## src/design/rprt_ram.sv

```systemverilog
module rprt_ram #(
  parameter int unsigned WIDTH = 8,
  parameter int unsigned DEPTH = 16
) (
  input  logic                                         clk_i,
  input  logic                                         we_i,
  input  logic [((DEPTH > 1) ? $clog2(DEPTH) : 1)-1:0] waddr_i,
  input  logic [WIDTH-1:0]                             wdata_i,
  input  logic                                         re_i,
  input  logic [((DEPTH > 1) ? $clog2(DEPTH) : 1)-1:0] raddr_i,
  output logic [WIDTH-1:0]                             rdata_o
);

  logic [WIDTH-1:0] mem_q [DEPTH];
  logic [WIDTH-1:0] rdata_q;

  always_ff @(posedge clk_i) begin
    if (we_i) begin
      mem_q[waddr_i] <= wdata_i;
    end
    if (re_i) begin
      rdata_q <= mem_q[raddr_i];
    end
  end

  assign rdata_o = rdata_q;

endmodule

```

## config.mk

```make
export PLATFORM = sky130hd
export DESIGN_NAME = rprt_ram
export DESIGN_NICKNAME = d
export VERILOG_FILES = /design/src/design/rprt_ram.sv
export SDC_FILE = /design/constraint.sdc
export NUM_CORES = 1
export LEC_CHECK = 0
export BUFFER_PORTS_ARGS = -buffer_cell sky130_fd_sc_hd__clkbuf_2
export CORE_ASPECT_RATIO = 0.6
export CORE_MARGIN = 2
export CORE_UTILIZATION = 50
export DETAILED_ROUTE_END_ITERATION = 10
export PLACE_DENSITY = 0.67
export SETUP_SLACK_MARGIN = 0.5
export SLEW_MARGIN = 40
export SYNTH_ARGS = -nofsm -noshare
export SYNTH_HDL_FRONTEND = slang
export SYNTH_SLANG_ARGS = --single-unit
export TNS_END_PERCENT = 30
```

## constraint.sdc

```tcl
create_clock -name clk_i -period 2.5 [get_ports clk_i]
set_input_delay 0.125 -clock clk_i [delete_from_list [all_inputs] [get_ports clk_i]]
set_output_delay 0.125 -clock clk_i [all_outputs]
set_load 0.02 [all_outputs]
```

==> results.sh <==
export IMPL_max_stage_delay_ns=0.48
export IMPL_path_cells="mux4_2 > a22oi_1 > nand2_1"
export IMPL_fin_skew_ns=0.004844
export IMPL_grt_pass1_wl_um=15530
export IMPL_fin_nets=300
export IMPL_diodes=0
export IMPL_cts_buffer_depth=2
export IMPL_htree_levels=4
export IMPL_coreArea_um2=10020
export IMPL_power_density_nw_per_um2=852.5
export IMPL_rows=28
export IMPL_p_comb_share_pct=4.7
export IMPL_via_per_inst=5.683
export IMPL_routed_wl_um=10240
export IMPL_holdCritPathClass="in2reg"
export IMPL_num_vias=2438
export IMPL_drt_iter0_markers=287
export IMPL_place_hpwl_um=6342
export IMPL_numPortBuffers=26
export IMPL_grt_antenna_before_repair=0
export IMPL_ctsHoldBuffers=0
export IMPL_grt_max_degree=33
export IMPL_worst_slew_pin_slew_ns=0.7240
export IMPL_max_clock_freq_ghz=0.6629
export IMPL_cp_end_kind="flop"
export IMPL_synth_compound_area_share_pct=2.298
export IMPL_cts_sinks=136
export IMPL_area_growth_pct=18.24
export IMPL_fp_dieArea_um2=11320
export IMPL_overflow=0
export IMPL_slew_headroom_pct=51.56
export IMPL_drv_slew=0
export IMPL_ir_worst_vdd_mv=0.4821
export IMPL_pin_count=27
export IMPL_seqPwrFrac_pct=49.0
export IMPL_setup_viol=0
export IMPL_grt_total_usage_pct=20.05
export IMPL_cts_setup_buffers=0
export IMPL_critPathArrivalTime_ns=1.64
export IMPL_path_class="reg2reg"
export IMPL_cts_tree="yes"
export IMPL_p_int_uw=4217
export IMPL_die_w_um=136.0
export IMPL_antenna_left=0
export IMPL_p_leak_uw=0.002089
export IMPL_drive_above_1_share_pct=31.63
export IMPL_synth_cell_type_count=18
export IMPL_cts_buffers=17
export IMPL_required_ns=2.63
export IMPL_synthSimpleGateAreaFrac_pct=3.135
export IMPL_syn_area_um2=5228
export IMPL_synth_seq_area_share_pct=78.12
export IMPL_synth_top_area_share_pct=78.12
export IMPL_setup_tns_ns=0
export IMPL_start_kind="flop"
export IMPL_synth_top_family_by_area="multiplexers"
export IMPL_drc=0
export IMPL_globalplace_congestion=0.7687
export IMPL_die_y_um=83.20
export IMPL_drv_cap=0
export IMPL_finish_utilization_pct=61.69
export IMPL_outcome="complete, no violations"
export IMPL_avgSynthCellArea_um2=22.83
export IMPL_ys_seq_elements=136
export IMPL_grt_pass1_vias=2468
export IMPL_clock_latency_ns=0.41
export IMPL_power_share_clock_pct=46.3
export IMPL_syn_nets=248
export IMPL_synth_cells=229
export IMPL_switching_share_pct=19.97
export IMPL_cts_resized=0
export IMPL_cp_slowest_cell="mux4_2"
export IMPL_synth_mux_area_share_pct=14.79
export IMPL_period_share_pct=60.34
export IMPL_path_max_fanout=1
export IMPL_clockRootBuffer="clkbuf_16"
export IMPL_synth_xor_area_share_pct=0
export IMPL_p_sw_uw=1052
export IMPL_hold_viol_final=0
export IMPL_nFillCells=723
export IMPL_start_util_pct=52.17
export IMPL_synth_area_leader_cell="edfxtp_1"
export IMPL_routedWlPerCell_um=23.88
export IMPL_post_route_min_period_ns=1.509
export IMPL_synth_fa_ha_area_share_pct=0
export IMPL_rsz0062_at_grt="no"
export IMPL_drt_first_pass_iters=4
export IMPL_synth_warnings=0
export IMPL_clkTransAtPathRegs_ns=0.06
export IMPL_yosys_top_cells_area="edfxtp_1 (78%), mux4_2 (7.8%), mux4_1 (7.0%), a22oi_1 (2.3%), nor2_1 (0.93%)"
-- layer usage --
metal | global-route usage (%) | routed length, µm | vias up
met5 | 0 | 0 | -
met4 | 6.629 | 43 | 0
met3 | 6.105 | 680 | 4
met2 | 26.18 | 4708 | 77
met1 | 32.03 | 4810 | 1269
li1 | - | - | 1088
-- cells in the mapped netlist (all sizes together) --
library cell,n
and2b,1
buf,7
or3b,1
mux4,32
nor2,13
nand3b,2
nor2b,1
nand3,1
edfxtp,136
and2,1
nand2,9
nor3,4
clkdlybuf4s25,3
nand2b,2
a22oi,16
-- stage by stage --
step                power (µW)  instance area (µm²)  setup slack, ns  hold slack, ns  cells
floorplan                 2770                 5228           0.8821          0.2239    229
global placement          2872                 5593           0.7912          0.5556    397
detailed placement        2880                 5593           0.7658          0.5618    397
CTS                       5310                 6178           0.9838          0.1288    429
global route              5431                 6181           0.9326          0.1336    429
finish                    5269                 6181           0.9915          0.1439    429
-- cell families after synthesis --
family	count (synthesis)
flops	136
simple gates	35
mux	32
compound gates	16
buf+inv	10
-- critical path, delay by kind of cell, from the launching register on --
| kind | cells | cell delay (ns) |
|---|---|---|
| AO/OA/AOI/OAI | 1 | 0.26 |
| flip-flops | 1 | 0.36 |
| multiplexers | 1 | 0.48 |
| AND/OR/NAND/NOR | 1 | 0.14 |
-- registers in the layout, summed over array words and instances, names as in the netlist --
signal and count:
mem_q 128, rdata_o 8
-- power by group through the flow --
stage | Clock (µW) | Combinational (µW) | Sequential (µW)
finish | 2440 | 247 | 2580
global placement | 0 | 243 | 2630
CTS | 2480 | 250 | 2580
global route | 2570 | 269 | 2590
floorplan | 0 | 130 | 2640
detailed placement | 0 | 249 | 2630
-- final cells by class --
type                       count  area [µm²]  share of cell area (%)
sequential                   136        4084                   66.07
timing repair buffer          43       282.8                   4.575
multi-input combinational     83        1060                   17.15
clock inverter                15       160.2                   2.591
clock buffer                  17       425.4                   6.883
tap                          135       168.9                   2.733
-- placed cells by master (no fill, tap or decap), types with 3 or more instances in the layout --
master / Yosys / routed
edfxtp_1: 136 / 136
clkbuf_2: 0 / 26
mux4_2: 18 / 18
clkbuf_16: 0 / 17
a22oi_1: 16 / 16
buf_4: 1 / 15
mux4_1: 14 / 14
nor2_1: 13 / 12
nand2_1: 9 / 9
clkinvlp_4: 0 / 5
clkinv_2: 0 / 5
nor3_1: 4 / 4
bufinv_16: 0 / 3
-- worst paths after layout --
path,slack [ns],depth (start not counted),startpoint,to
worst max-delay path,0.99,3,mem_q[11][7],rdata_o[7]
worst min-delay path,0.14,1,re_i,rdata_o[6]
worst min register to register,0.76,3,mem_q[4][3],rdata_o[3]
worst max register to register,0.99,3,mem_q[11][7],rdata_o[7]
(Power assumes the default switching activity.)
